--- src/flp_pkg.sv ---
// Shared types, constants and saturation helpers for the four-pole ladder low-pass core.
// No dependencies; the core and the state memory refer to it by scoped names.
package flp_pkg;

   localparam int STATE_DEPTH = 5;
   localparam int ADDR_W = $clog2(STATE_DEPTH);

   typedef logic [ADDR_W-1:0] addr_type;

   // State memory layout
   localparam addr_type ADDR_XPREV = 3'd0;
   localparam addr_type ADDR_S1 = 3'd1;
   localparam addr_type ADDR_S4 = 3'd4;

   // Register indexes of the control port
   localparam logic [1:0] CSR_POLE_GAIN = 2'd0;
   localparam logic [1:0] CSR_POLE_FEEDBACK = 2'd1;
   localparam logic [1:0] CSR_RESONANCE_GAIN = 2'd2;

   localparam logic [20:0] POLE_GAIN_RST = 21'd0;
   localparam logic signed [21:0] POLE_FEEDBACK_RST = -22'sd1048576;
   localparam logic [22:0] RESONANCE_GAIN_RST = 23'd0;

   // 0.166666 in Q.24
   localparam logic signed [31:0] CLIP_COEF = 32'sd2796191;

   localparam logic signed [15:0] SAMPLE_HI = 16'sd16384;
   localparam logic signed [15:0] SAMPLE_LO = -16'sd16384;

   typedef enum logic [3:0] {
      ST_IDLE,
      ST_RES_MUL,
      ST_RES_SUB,
      ST_MUL_CUR,
      ST_MUL_PREV,
      ST_MUL_Y,
      ST_STAGE_END,
      ST_CLIP_SQ,
      ST_CLIP_CUBE,
      ST_CLIP_TERM,
      ST_CLIP_END
   } seq_state_type;

   function automatic logic signed [31:0] sat32(input logic signed [39:0] v);
      logic signed [31:0] r;
      if (v > 40'sd2147483647) begin
         r = 32'sh7fffffff;
      end else if (v < -40'sd2147483648) begin
         r = 32'sh80000000;
      end else begin
         r = v[31:0];
      end
      return r;
   endfunction

   function automatic logic signed [15:0] sat16(input logic signed [31:0] v);
      logic signed [15:0] r;
      if (v > 32'sd32767) begin
         r = 16'sh7fff;
      end else if (v < -32'sd32768) begin
         r = 16'sh8000;
      end else begin
         r = v[15:0];
      end
      return r;
   endfunction

endpackage

--- src/four_pole_ladder_lowpass_core.sv ---
// Four-pole ladder low-pass top level: sequencer, coefficient registers and datapath.
// Depends on flp_pkg, flp_state_mem and flp_mul.
//
//   channel | ports            | payload
//   --------+------------------+------------------------------------
//   request | req_t*           | sample_in, 16-bit signed Q2.14
//   result  | rsp_t*           | sample_out, 16-bit signed Q2.14
//   control | csr_we/index/... | pole_gain, pole_feedback, resonance_gain
//
// Each request runs through one shared multiplier, one product at a time (resonance,
// three per stage for four stages, three for the clipper), and the state memory is
// read one entry ahead of its use.
// A request is accepted only while the output register is empty or draining, so the
// finished result always finds it free; a new request is taken only in the idle state.
// Synchronous reset clears the state memory's valid bits and presets the coefficients.
module four_pole_ladder_lowpass_core (
   input  logic        clock,
   input  logic        reset,
   input  logic        req_tvalid,
   output logic        req_tready,
   input  logic [15:0] req_tdata,   // [15:0] sample_in
   output logic        rsp_tvalid,
   input  logic        rsp_tready,
   output logic [15:0] rsp_tdata,   // [15:0] sample_out
   input  logic        csr_we,
   input  logic [1:0]  csr_index,
   input  logic [22:0] csr_wdata
);

   logic [20:0]        pole_gain_ff;
   logic signed [21:0] pole_feedback_ff;
   logic [22:0]        resonance_gain_ff;

   flp_pkg::seq_state_type state_ff, state_in;
   logic [1:0]         stage_ff, stage_in;

   logic signed [31:0] samp_ff;
   logic signed [31:0] cur_ff;
   logic signed [31:0] prev_ff;
   logic signed [31:0] oldy_ff;
   logic signed [39:0] acc_ff;
   logic               rsp_valid_ff, rsp_valid_in;
   logic [15:0]        rsp_data_ff;

   logic signed [31:0] mul_a, mul_b;
   logic signed [63:0] mul_prod;
   logic signed [63:0] prod_sh20, prod_sh24;
   logic signed [39:0] p20, p24;

   flp_pkg::addr_type  mem_raddr, mem_waddr;
   logic               mem_we;
   logic signed [31:0] mem_wdata, mem_rdata;

   logic signed [15:0] smp;
   logic signed [15:0] smp_cl;
   logic signed [31:0] x_val;
   logic signed [31:0] y_val;
   logic signed [31:0] sq_val;
   logic signed [31:0] cube_val;
   logic signed [31:0] clip_val;
   logic signed [31:0] out_shift;
   logic               out_free;
   logic               out_load;
   logic               accept;

   flp_state_mem u_mem (
      .clock (clock),
      .reset (reset),
      .we    (mem_we),
      .waddr (mem_waddr),
      .wdata (mem_wdata),
      .raddr (mem_raddr),
      .rdata (mem_rdata)
   );

   flp_mul u_mul (
      .clock (clock),
      .a     (mul_a),
      .b     (mul_b),
      .prod  (mul_prod)
   );

   // Coefficient registers
   always_ff @(posedge clock) begin
      if (reset) begin
         pole_gain_ff <= flp_pkg::POLE_GAIN_RST;
         pole_feedback_ff <= flp_pkg::POLE_FEEDBACK_RST;
         resonance_gain_ff <= flp_pkg::RESONANCE_GAIN_RST;
      end else if (csr_we) begin
         unique case (csr_index)
            flp_pkg::CSR_POLE_GAIN: pole_gain_ff <= csr_wdata[20:0];
            flp_pkg::CSR_POLE_FEEDBACK: pole_feedback_ff <= csr_wdata[21:0];
            flp_pkg::CSR_RESONANCE_GAIN: resonance_gain_ff <= csr_wdata;
            default: ;
         endcase
      end
   end

   // Arithmetic around the shared product
   assign prod_sh20 = mul_prod >>> 20;
   assign prod_sh24 = mul_prod >>> 24;
   assign p20 = prod_sh20[39:0];
   assign p24 = prod_sh24[39:0];

   assign smp = req_tdata;
   always_comb begin
      if (smp > flp_pkg::SAMPLE_HI) begin
         smp_cl = flp_pkg::SAMPLE_HI;
      end else if (smp < flp_pkg::SAMPLE_LO) begin
         smp_cl = flp_pkg::SAMPLE_LO;
      end else begin
         smp_cl = smp;
      end
   end

   assign x_val = flp_pkg::sat32({{8{samp_ff[31]}}, samp_ff} - p20);
   assign y_val = flp_pkg::sat32(acc_ff - p20);
   assign sq_val = flp_pkg::sat32(p24);
   assign cube_val = flp_pkg::sat32(p24);
   assign clip_val = flp_pkg::sat32({{8{cur_ff[31]}}, cur_ff} - p24);
   assign out_shift = clip_val >>> 10;

   assign accept = req_tvalid && req_tready;
   assign out_free = !rsp_valid_ff || rsp_tready;

   always_ff @(posedge clock) begin
      if (reset) begin
         state_ff <= flp_pkg::ST_IDLE;
         stage_ff <= '0;
         rsp_valid_ff <= 1'b0;
      end else begin
         state_ff <= state_in;
         stage_ff <= stage_in;
         rsp_valid_ff <= rsp_valid_in;
      end
   end

   // Sequencer: next state, multiplier operands and memory accesses
   always_comb begin
      state_in = state_ff;
      stage_in = stage_ff;
      req_tready = 1'b0;
      mul_a = cur_ff;
      mul_b = cur_ff;
      mem_raddr = flp_pkg::ADDR_S4;
      mem_we = 1'b0;
      mem_waddr = flp_pkg::ADDR_XPREV;
      mem_wdata = cur_ff;
      out_load = 1'b0;
      unique case (state_ff)
         flp_pkg::ST_IDLE: begin
            // hold off a new request while the previous result is still waiting
            req_tready = out_free;
            mem_raddr = flp_pkg::ADDR_S4;
            if (req_tvalid && out_free) begin
               state_in = flp_pkg::ST_RES_MUL;
            end
         end
         flp_pkg::ST_RES_MUL: begin
            mul_a = mem_rdata;
            mul_b = {9'd0, resonance_gain_ff};
            mem_raddr = flp_pkg::ADDR_XPREV;
            state_in = flp_pkg::ST_RES_SUB;
         end
         flp_pkg::ST_RES_SUB: begin
            mem_raddr = flp_pkg::ADDR_S1;
            stage_in = '0;
            state_in = flp_pkg::ST_MUL_CUR;
         end
         flp_pkg::ST_MUL_CUR: begin
            mul_a = cur_ff;
            mul_b = {11'd0, pole_gain_ff};
            // store the stage-one input once its old value has been read
            if (stage_ff == 2'd0) begin
               mem_we = 1'b1;
               mem_waddr = flp_pkg::ADDR_XPREV;
               mem_wdata = cur_ff;
            end
            state_in = flp_pkg::ST_MUL_PREV;
         end
         flp_pkg::ST_MUL_PREV: begin
            mul_a = prev_ff;
            mul_b = {11'd0, pole_gain_ff};
            state_in = flp_pkg::ST_MUL_Y;
         end
         flp_pkg::ST_MUL_Y: begin
            mul_a = oldy_ff;
            mul_b = {{10{pole_feedback_ff[21]}}, pole_feedback_ff};
            state_in = flp_pkg::ST_STAGE_END;
         end
         flp_pkg::ST_STAGE_END: begin
            if (stage_ff != 2'd3) begin
               mem_we = 1'b1;
               mem_waddr = flp_pkg::ADDR_S1 + flp_pkg::addr_type'(stage_ff);
               mem_wdata = y_val;
               mem_raddr = flp_pkg::ADDR_S1 + flp_pkg::addr_type'(stage_ff) + 3'd1;
               stage_in = stage_ff + 2'd1;
               state_in = flp_pkg::ST_MUL_CUR;
            end else begin
               state_in = flp_pkg::ST_CLIP_SQ;
            end
         end
         flp_pkg::ST_CLIP_SQ: begin
            mul_a = cur_ff;
            mul_b = cur_ff;
            state_in = flp_pkg::ST_CLIP_CUBE;
         end
         flp_pkg::ST_CLIP_CUBE: begin
            mul_a = sq_val;
            mul_b = cur_ff;
            state_in = flp_pkg::ST_CLIP_TERM;
         end
         flp_pkg::ST_CLIP_TERM: begin
            mul_a = cube_val;
            mul_b = flp_pkg::CLIP_COEF;
            state_in = flp_pkg::ST_CLIP_END;
         end
         flp_pkg::ST_CLIP_END: begin
            // output register is free: it was empty or draining at acceptance
            mem_we = 1'b1;
            mem_waddr = flp_pkg::ADDR_S4;
            mem_wdata = clip_val;
            out_load = 1'b1;
            state_in = flp_pkg::ST_IDLE;
         end
         default: begin
            state_in = flp_pkg::ST_IDLE;
         end
      endcase
   end

   assign rsp_valid_in = (rsp_valid_ff && !rsp_tready) || out_load;

   // Datapath registers
   always_ff @(posedge clock) begin
      if (accept) begin
         samp_ff <= {{6{smp_cl[15]}}, smp_cl, 10'd0};
      end
      if (out_load) begin
         rsp_data_ff <= flp_pkg::sat16(out_shift);
      end
      unique case (state_ff)
         flp_pkg::ST_RES_SUB: begin
            cur_ff <= x_val;
            prev_ff <= mem_rdata;
         end
         flp_pkg::ST_MUL_CUR: begin
            oldy_ff <= mem_rdata;
         end
         flp_pkg::ST_MUL_PREV: begin
            acc_ff <= p20;
         end
         flp_pkg::ST_MUL_Y: begin
            acc_ff <= acc_ff + p20;
         end
         flp_pkg::ST_STAGE_END: begin
            // stage output feeds the next stage; its old state is the next prev
            cur_ff <= y_val;
            prev_ff <= oldy_ff;
         end
         default: ;
      endcase
   end

   assign rsp_tvalid = rsp_valid_ff;
   assign rsp_tdata = rsp_data_ff;

endmodule

--- src/flp_state_mem.sv ---
// Filter state memory: five 32-bit entries, one write port, one registered read port.
// Entries never written since reset read as zero through per-entry valid bits. Uses flp_pkg.
module flp_state_mem (
   input  logic                    clock,
   input  logic                    reset,
   input  logic                    we,
   input  flp_pkg::addr_type       waddr,
   input  logic signed [31:0]      wdata,
   input  flp_pkg::addr_type       raddr,
   output logic signed [31:0]      rdata
);

   logic signed [31:0] mem [flp_pkg::STATE_DEPTH];
   logic [flp_pkg::STATE_DEPTH-1:0] valid_ff;
   logic signed [31:0] rdata_ff;

   always_ff @(posedge clock) begin
      if (we) begin
         mem[waddr] <= wdata;
      end
   end

   always_ff @(posedge clock) begin
      if (reset) begin
         valid_ff <= '0;
      end else if (we) begin
         valid_ff[waddr] <= 1'b1;
      end
   end

   always_ff @(posedge clock) begin
      if (valid_ff[raddr]) begin
         rdata_ff <= mem[raddr];
      end else begin
         rdata_ff <= '0;
      end
   end

   assign rdata = rdata_ff;

endmodule

--- src/flp_mul.sv ---
// Shared signed 32 x 32 multiplier with a registered 64-bit product.
// No dependencies.
module flp_mul (
   input  logic                clock,
   input  logic signed [31:0]  a,
   input  logic signed [31:0]  b,
   output logic signed [63:0]  prod
);

   logic signed [63:0] prod_ff;

   always_ff @(posedge clock) begin
      prod_ff <= a * b;
   end

   assign prod = prod_ff;

endmodule
--- config.mk ---
export PLATFORM = sky130hd
export DESIGN_NAME = four_pole_ladder_lowpass_core
export DESIGN_NICKNAME = d
export VERILOG_FILES = /design/src/flp_pkg.sv /design/src/four_pole_ladder_lowpass_core.sv /design/src/flp_state_mem.sv /design/src/flp_mul.sv
export SDC_FILE = /design/constraint.sdc
export NUM_CORES = 2
export LEC_CHECK = 0
export CELL_PAD_IN_SITES_DETAIL_PLACEMENT = 1
export CELL_PAD_IN_SITES_GLOBAL_PLACEMENT = 1
export CORE_ASPECT_RATIO = 1.75
export CORE_UTILIZATION = 45
export DETAILED_ROUTE_END_ITERATION = 16
export DONT_BUFFER_PORTS = 1
export GPL_ROUTABILITY_DRIVEN = 0
export PLACE_DENSITY_LB_ADDON = 0.1
export SYNTH_ARGS = -nofsm -noshare
export SYNTH_HDL_FRONTEND = slang
export SYNTH_SLANG_ARGS = --single-unit
export TNS_END_PERCENT = 1
--- constraint.sdc ---
create_clock -name clock -period 12.6 [get_ports clock]
set_clock_uncertainty 0.1 [all_clocks]
set_input_delay 1.89 -clock clock [delete_from_list [all_inputs] [get_ports clock]]
set_output_delay 1.89 -clock clock [all_outputs]
set_load 0.02 [all_outputs]
# Word level (Yosys, flattened, before mapping)

Memories as Yosys holds them, arrays and structs flattened. A register that Yosys moved wholly into a read port is not among the register bits.
Cells that the tools add are included.
W data, S select, Z words.

Add/sub/neg operators: 7
Multipliers: 1
$lt $le $gt $ge: 15
Equal/unequal tests: 15
Multiplexer cells: 38
Bitwise logic cells: 1
Reduce and logical (&&, ||, !) cells: 21

Operators with widths:

| operator               | number |
|---|---|
| $mux W32               | 9 |
| $pmux W32 S4           | 2 |
| $pmux W32 S2           | 3 |
| $gt A40 B32 Y1 const B | 4 |
| $lt A40 B32 Y1 const B | 4 |
| $sub A40 B40 Y40       | 3 |
| $pmux W40 S2           | 1 |
| $mul A32 B32 Y64       | 1 |
| $mux W16               | 3 |
| $add A40 B40 Y40       | 1 |
| $pmux W4 S10           | 1 |
| $gt A22 B16 Y1 const B | 1 |
| $lt A22 B16 Y1 const B | 1 |
| $eq A4 B3 Y1 const B   | 4 |
| $gt A16 B16 Y1 const B | 1 |
| $lt A16 B15 Y1 const B | 1 |
| $eq A4 B4 Y1 const B   | 3 |
| $mux W3                | 3 |
| $pmux W3 S3            | 1 |
| $eq A4 B2 Y1 const B   | 2 |
| $lt A3 B4 Y1 const B   | 2 |
| $mux W1                | 8 |
| $reduce_and A2 Y1      | 4 |
| $ne A2 B2 Y1 const B   | 3 |
| other kinds (22)       | 32 |

Register bits after elaboration: 310
Memory bits (writable): 160
Memories kept: 1

Memories:

| memory    | words | bits a word | rd ports | clocked after memory_dff | wr ports | RTL line            | source |
|---|---|---|---|---|---|---|---|
| u_mem.mem | 5     | 32          | 1        | 1                        | 1        | flp_state_mem.sv:13 | `logic signed [31:0] mem [flp_pkg::STATE_DEPTH];` |

# Depth between registers and ports, before layout

Depth after elaboration: 8
Gate-level depth with buffers: 39

# Hierarchy

A second synthesis with hierarchy kept.

Cells, all modules: 7057
Area total of the unflattened synthesis: 66009.6 um2

Modules (own cells, without submodules):

| module                        | times used | cells each | area each (um2) | seq. area each (um2) |
|---|---|---|---|---|
| flp_mul                       | 1          | 4108       | 38239.2         | 1281.2 |
| four_pole_ladder_lowpass_core | 1          | 2652       | 20907.6         | 6506.2 |
| flp_state_mem                 | 1          | 297        | 6862.8          | 5545.3 |

# Least setup slack after synthesis

OpenSTA, ideal clock, no wires.

Path kind: reg-to-reg
Start: register state_ff[3]
End: register u_mul.prod_ff[56], in the netlist u_mul.prod[56]
Arrival: 9.277 ns
Data required time: 12.428 ns
Setup slack: 3.151 ns
Cell stages (with the launch flop): 31
Cell sequence: dfxtp_1 buf_2 and4bb_1 or2_1 buf_2 clkbuf_1 a221o_1 clkbuf_1 nand2_1 inv_1 fa_1 fa_1 fa_1 fa_1 inv_1 fa_1 inv_1 fa_1 inv_1 fa_1 inv_1 fa_1 ha_1 a21oi_1 and3_1 o311ai_1 a31oi_2 o21ai_1 a21o_1 a21oi_1 xnor2_1

Cells in the longest elaborated chain, start to end: 4
Elaborated cells between the ends (all ways): 11
Those cells by class: 1 x mul; 6 x eq/ne; 2 x mux; 2 x reduce/logical

RTL lines:

| item                                       | RTL line                             | source |
|---|---|---|
| start, declared                            | four_pole_ladder_lowpass_core.sv:34  | `flp_pkg::seq_state_type state_ff, state_in;` |
| start signal, assigned                     | four_pole_ladder_lowpass_core.sv:128 | `state_ff <= flp_pkg::ST_IDLE;` |
| start signal, assigned                     | four_pole_ladder_lowpass_core.sv:132 | `state_ff <= state_in;` |
| $eq A4 B4 Y1, or another cell as far along | four_pole_ladder_lowpass_core.sv:150 | `unique case (state_ff)` |
| $reduce_or A2 Y1 (no line)                 | n/a                                  |  |
| $pmux W32 S4                               | four_pole_ladder_lowpass_core.sv:150 |  |
| $mul A32 B32 Y64 *                         | flp_mul.sv:13                        | `prod_ff <= a * b;` |
| end signal, assigned                       | flp_mul.sv:13                        |  |
| end, declared                              | flp_mul.sv:10                        | `logic signed [63:0] prod_ff;` |

Every way passes the cells marked *; elsewhere a longest branch is shown, timed or not.
A chain may end at the register's enable or synchronous reset.

# Worst setup path after layout

Start: register state_ff[0]
End: register u_mul.prod_ff[56], in the netlist u_mul.prod[56]

The elaborated chain is that of the path after synthesis.

==> results.py <==
metrics = {
    "status": {
        "status": "finished clean",
    },
    "timing": {
        "holdWs_ns": 0.355,
        "tns_ns": 0,
        "worstMarginPinSlew_ns": 1.30,
        "setup_viol": 0,
        "min_period_ns": 11.45,
        "slew_violations": 0,
        "relSlewSlack": 0.124,
        "rsz0062_at_grt": "false",
        "fmax_mhz": 87.4,
        "finalCritPeriodShare": 0.909,
        "finalHoldViolations": 0,
    },
    "finish": {
        "synthToLayoutAreaGrowth_pct": 6.77,
        "drive_above_1_share": 0.0572,
        "final_area_sq_um": 67000,
        "layout.nets": 8151,
        "final_cell_mix": "fa_1 (1,084), inv_1 (1,076), nand2_1 (1,055)",
        "final_common_cell": "fa_1",
        "fin_cells": 8553,
    },
    "route": {
        "vias": 50500,
        "wirelength_um": 250000,
        "antenna_left": 0,
        "firstDrtPassIters": 6,
        "drtIter0Drc": 3209,
        "routedWlPerCell_um": 29.2,
        "drc_errors": 0,
        "viasPerCell": 5.91,
    },
    "global_route": {
        "grt_pass1_vias": 56900,
        "grt_max_degree": 79,
        "grt_pass1_wl_um": 368000,
        "antenna_found_initial": 15,
        "track_usage": 0.360,
        "globalRouteOverflowTotal": 0,
    },
    "worst_setup_path": {
        "critPathLaunch": "state_ff[0]",
        "r2r-start": "state_ff[0]",
        "critPathArrivalTime_ns": 11.87,
        "crit_top_cell": "fa_1",
        "setup.worst_path.start_class": "register",
        "reg2reg_depth": 26,
        "required_ns": 13.02,
        "worstPathMaxFanout": 26,
        "end_kind": "register",
        "crit_type": "reg -> reg",
        "cp_slowest_cell": "fa_1",
        "slowest_delay_ns": 1.15,
        "r2r-end": "u_mul.prod[56]",
        "cp-endpoint": "u_mul.prod[56]",
        "reg2reg_slack_ns": 1.15,
    },
    "synthesis": {
        "synth_nets": 8305,
        "netlist.area_leader.share": 0.346,
        "synth_top_cell_by_area": "fa_1",
        "synth_area_leaders": "fa_1 (35%), edfxtp_1 (16%), ha_1 (6.6%)",
        "synth.avg_cell_area_sq_um": 9.17,
        "synth_area_sq_um": 62700,
        "synth_seq_area_share": 0.206,
        "syn_inst": 6844,
        "ys_ff_latch": 482,
        "synth-async-reset-ratio": 0,
        "yosysWarnings": 0,
        "ys.flop_type": "edfxtp_1",
        "synth_edf_count": 328,
        "ys_types": 104,
    },
    "hold_path": {
        "hold_start": "resonance_gain_ff[8]",
        "hold_class": "reg -> reg",
    },
    "placed_design": {
        "dp.cells": 8461,
        "port_buffers": 0,
        "placed_area_sq_um": 65300,
        "hpwl_um": 199000,
    },
    "clock_tree": {
        "cts.reportedPaths.clkPinSlew_ns": 0.08,
        "ctsResizeCount": 0,
        "holdBufCountCts": 0,
        "cts-root-buf": "clkbuf_16",
        "clk_latency_ns": 0.64,
        "htree_levels": 2,
        "clockBufferDepth": 3,
        "postCtsSetupBuffers": 0,
        "cts_buffers": 46,
        "cts_tree": "done",
        "numClockSinks": 482,
    },
    "floorplanning": {
        "io-pin-count": 64,
        "rows": 180,
        "core_sq_um": 138000,
        "die_y_um": 496,
        "die-area_sq_um": 141000,
        "start_util": 0.455,
        "die_w_um": 284,
    },
    "flow_run": {
        "drv_cap": 0,
    },
}
## cells in the mapped netlist, drive strengths merged (63+ instances only)
master	number
nand2	1056
edfxtp	328
a21o	109
a22oi	63
o21ai	163
inv	1079
nor2	780
dfxtp	154
clkbuf	318
fa	1084
a211oi	98
a21oi	333
xnor2	139
ha	331
and2	78
## layer usage
metal  vias to the layer above  global-route usage  wire (um)
met3                       871              0.0539      13400
met4                        12               0.297      25200
met1                     26300               0.358      80500
li1                      21500                   -          -
met5                         -                   0         87
met2                      1765               0.660     131000
## logic make-up after synthesis
group | Yosys count | share of synthesized area
adder cells (fa/ha/maj) | 1415 | 0.412
XOR/XNOR | 196 | 0.0274
flip-flops | 482 | 0.206
AO/OA/AOI/OAI | 1102 | 0.119
multiplexers | 6 | 0.000977
buffers and inverters | 1443 | 0.0874
AND/OR/NAND/NOR | 2200 | 0.147
## metrics by stage
stage | utilization | setup slack [ns]
floorplan | - | 3.15
global placement | 0.474 | 1.47
detailed placement | 0.474 | 1.33
CTS | 0.486 | 1.26
global route | 0.486 | 0.813
finish | 0.486 | 1.15
## layout make-up
cell class / count / area (sq um)
fill: 15900 / 70800
clock buffer: 54 / 1220
sequential: 482 / 12900
multi-input combinational: 4919 / 44800
inverter: 1080 / 4050
timing repair buffer: 161 / 1220
clock inverter: 31 / 460
tap: 1820 / 2280
antenna: 6 / 15.0
## worst min-delay path by stage
stage / endpoint / cells past startpoint
6_report: resonance_gain_ff[8] / 2
5_1_grt: resonance_gain_ff[20] / 2
4_1_cts: pole_feedback_ff[8] / 2
3_5_place_dp: pole_feedback_ff[8] / 2
3_3_place_gp: pole_feedback_ff[6] / 2
2_1_floorplan: oldy_ff[0] / 0
## sequential cells by signal, summed over array words and instances, names as in the netlist, 4 cells and up
name               count
acc_ff                40
cur_ff                32
oldy_ff               32
pole_feedback_ff      22
pole_gain_ff          21
prev_ff               32
resonance_gain_ff     23
rsp_tdata             16
samp_ff               16
state_ff               4
u_mem.mem            160
u_mem.rdata           32
u_mem.valid_ff         5
u_mul.prod            44
## worst max-delay path, delay by kind of cell, from the launching register on
| family | cells | cell delay (ns) |
|---|---|---|
| fa+ha+maj | 9 | 5.39 |
| compound gates | 9 | 2.63 |
| simple gates | 5 | 1.60 |
| flops | 1 | 0.86 |
| buf+inv | 2 | 0.52 |
| xor+xnor | 1 | 0.20 |
Power is not shown: default switching activity piles up to over one toggle a cycle in this logic, so the estimate is an artifact.
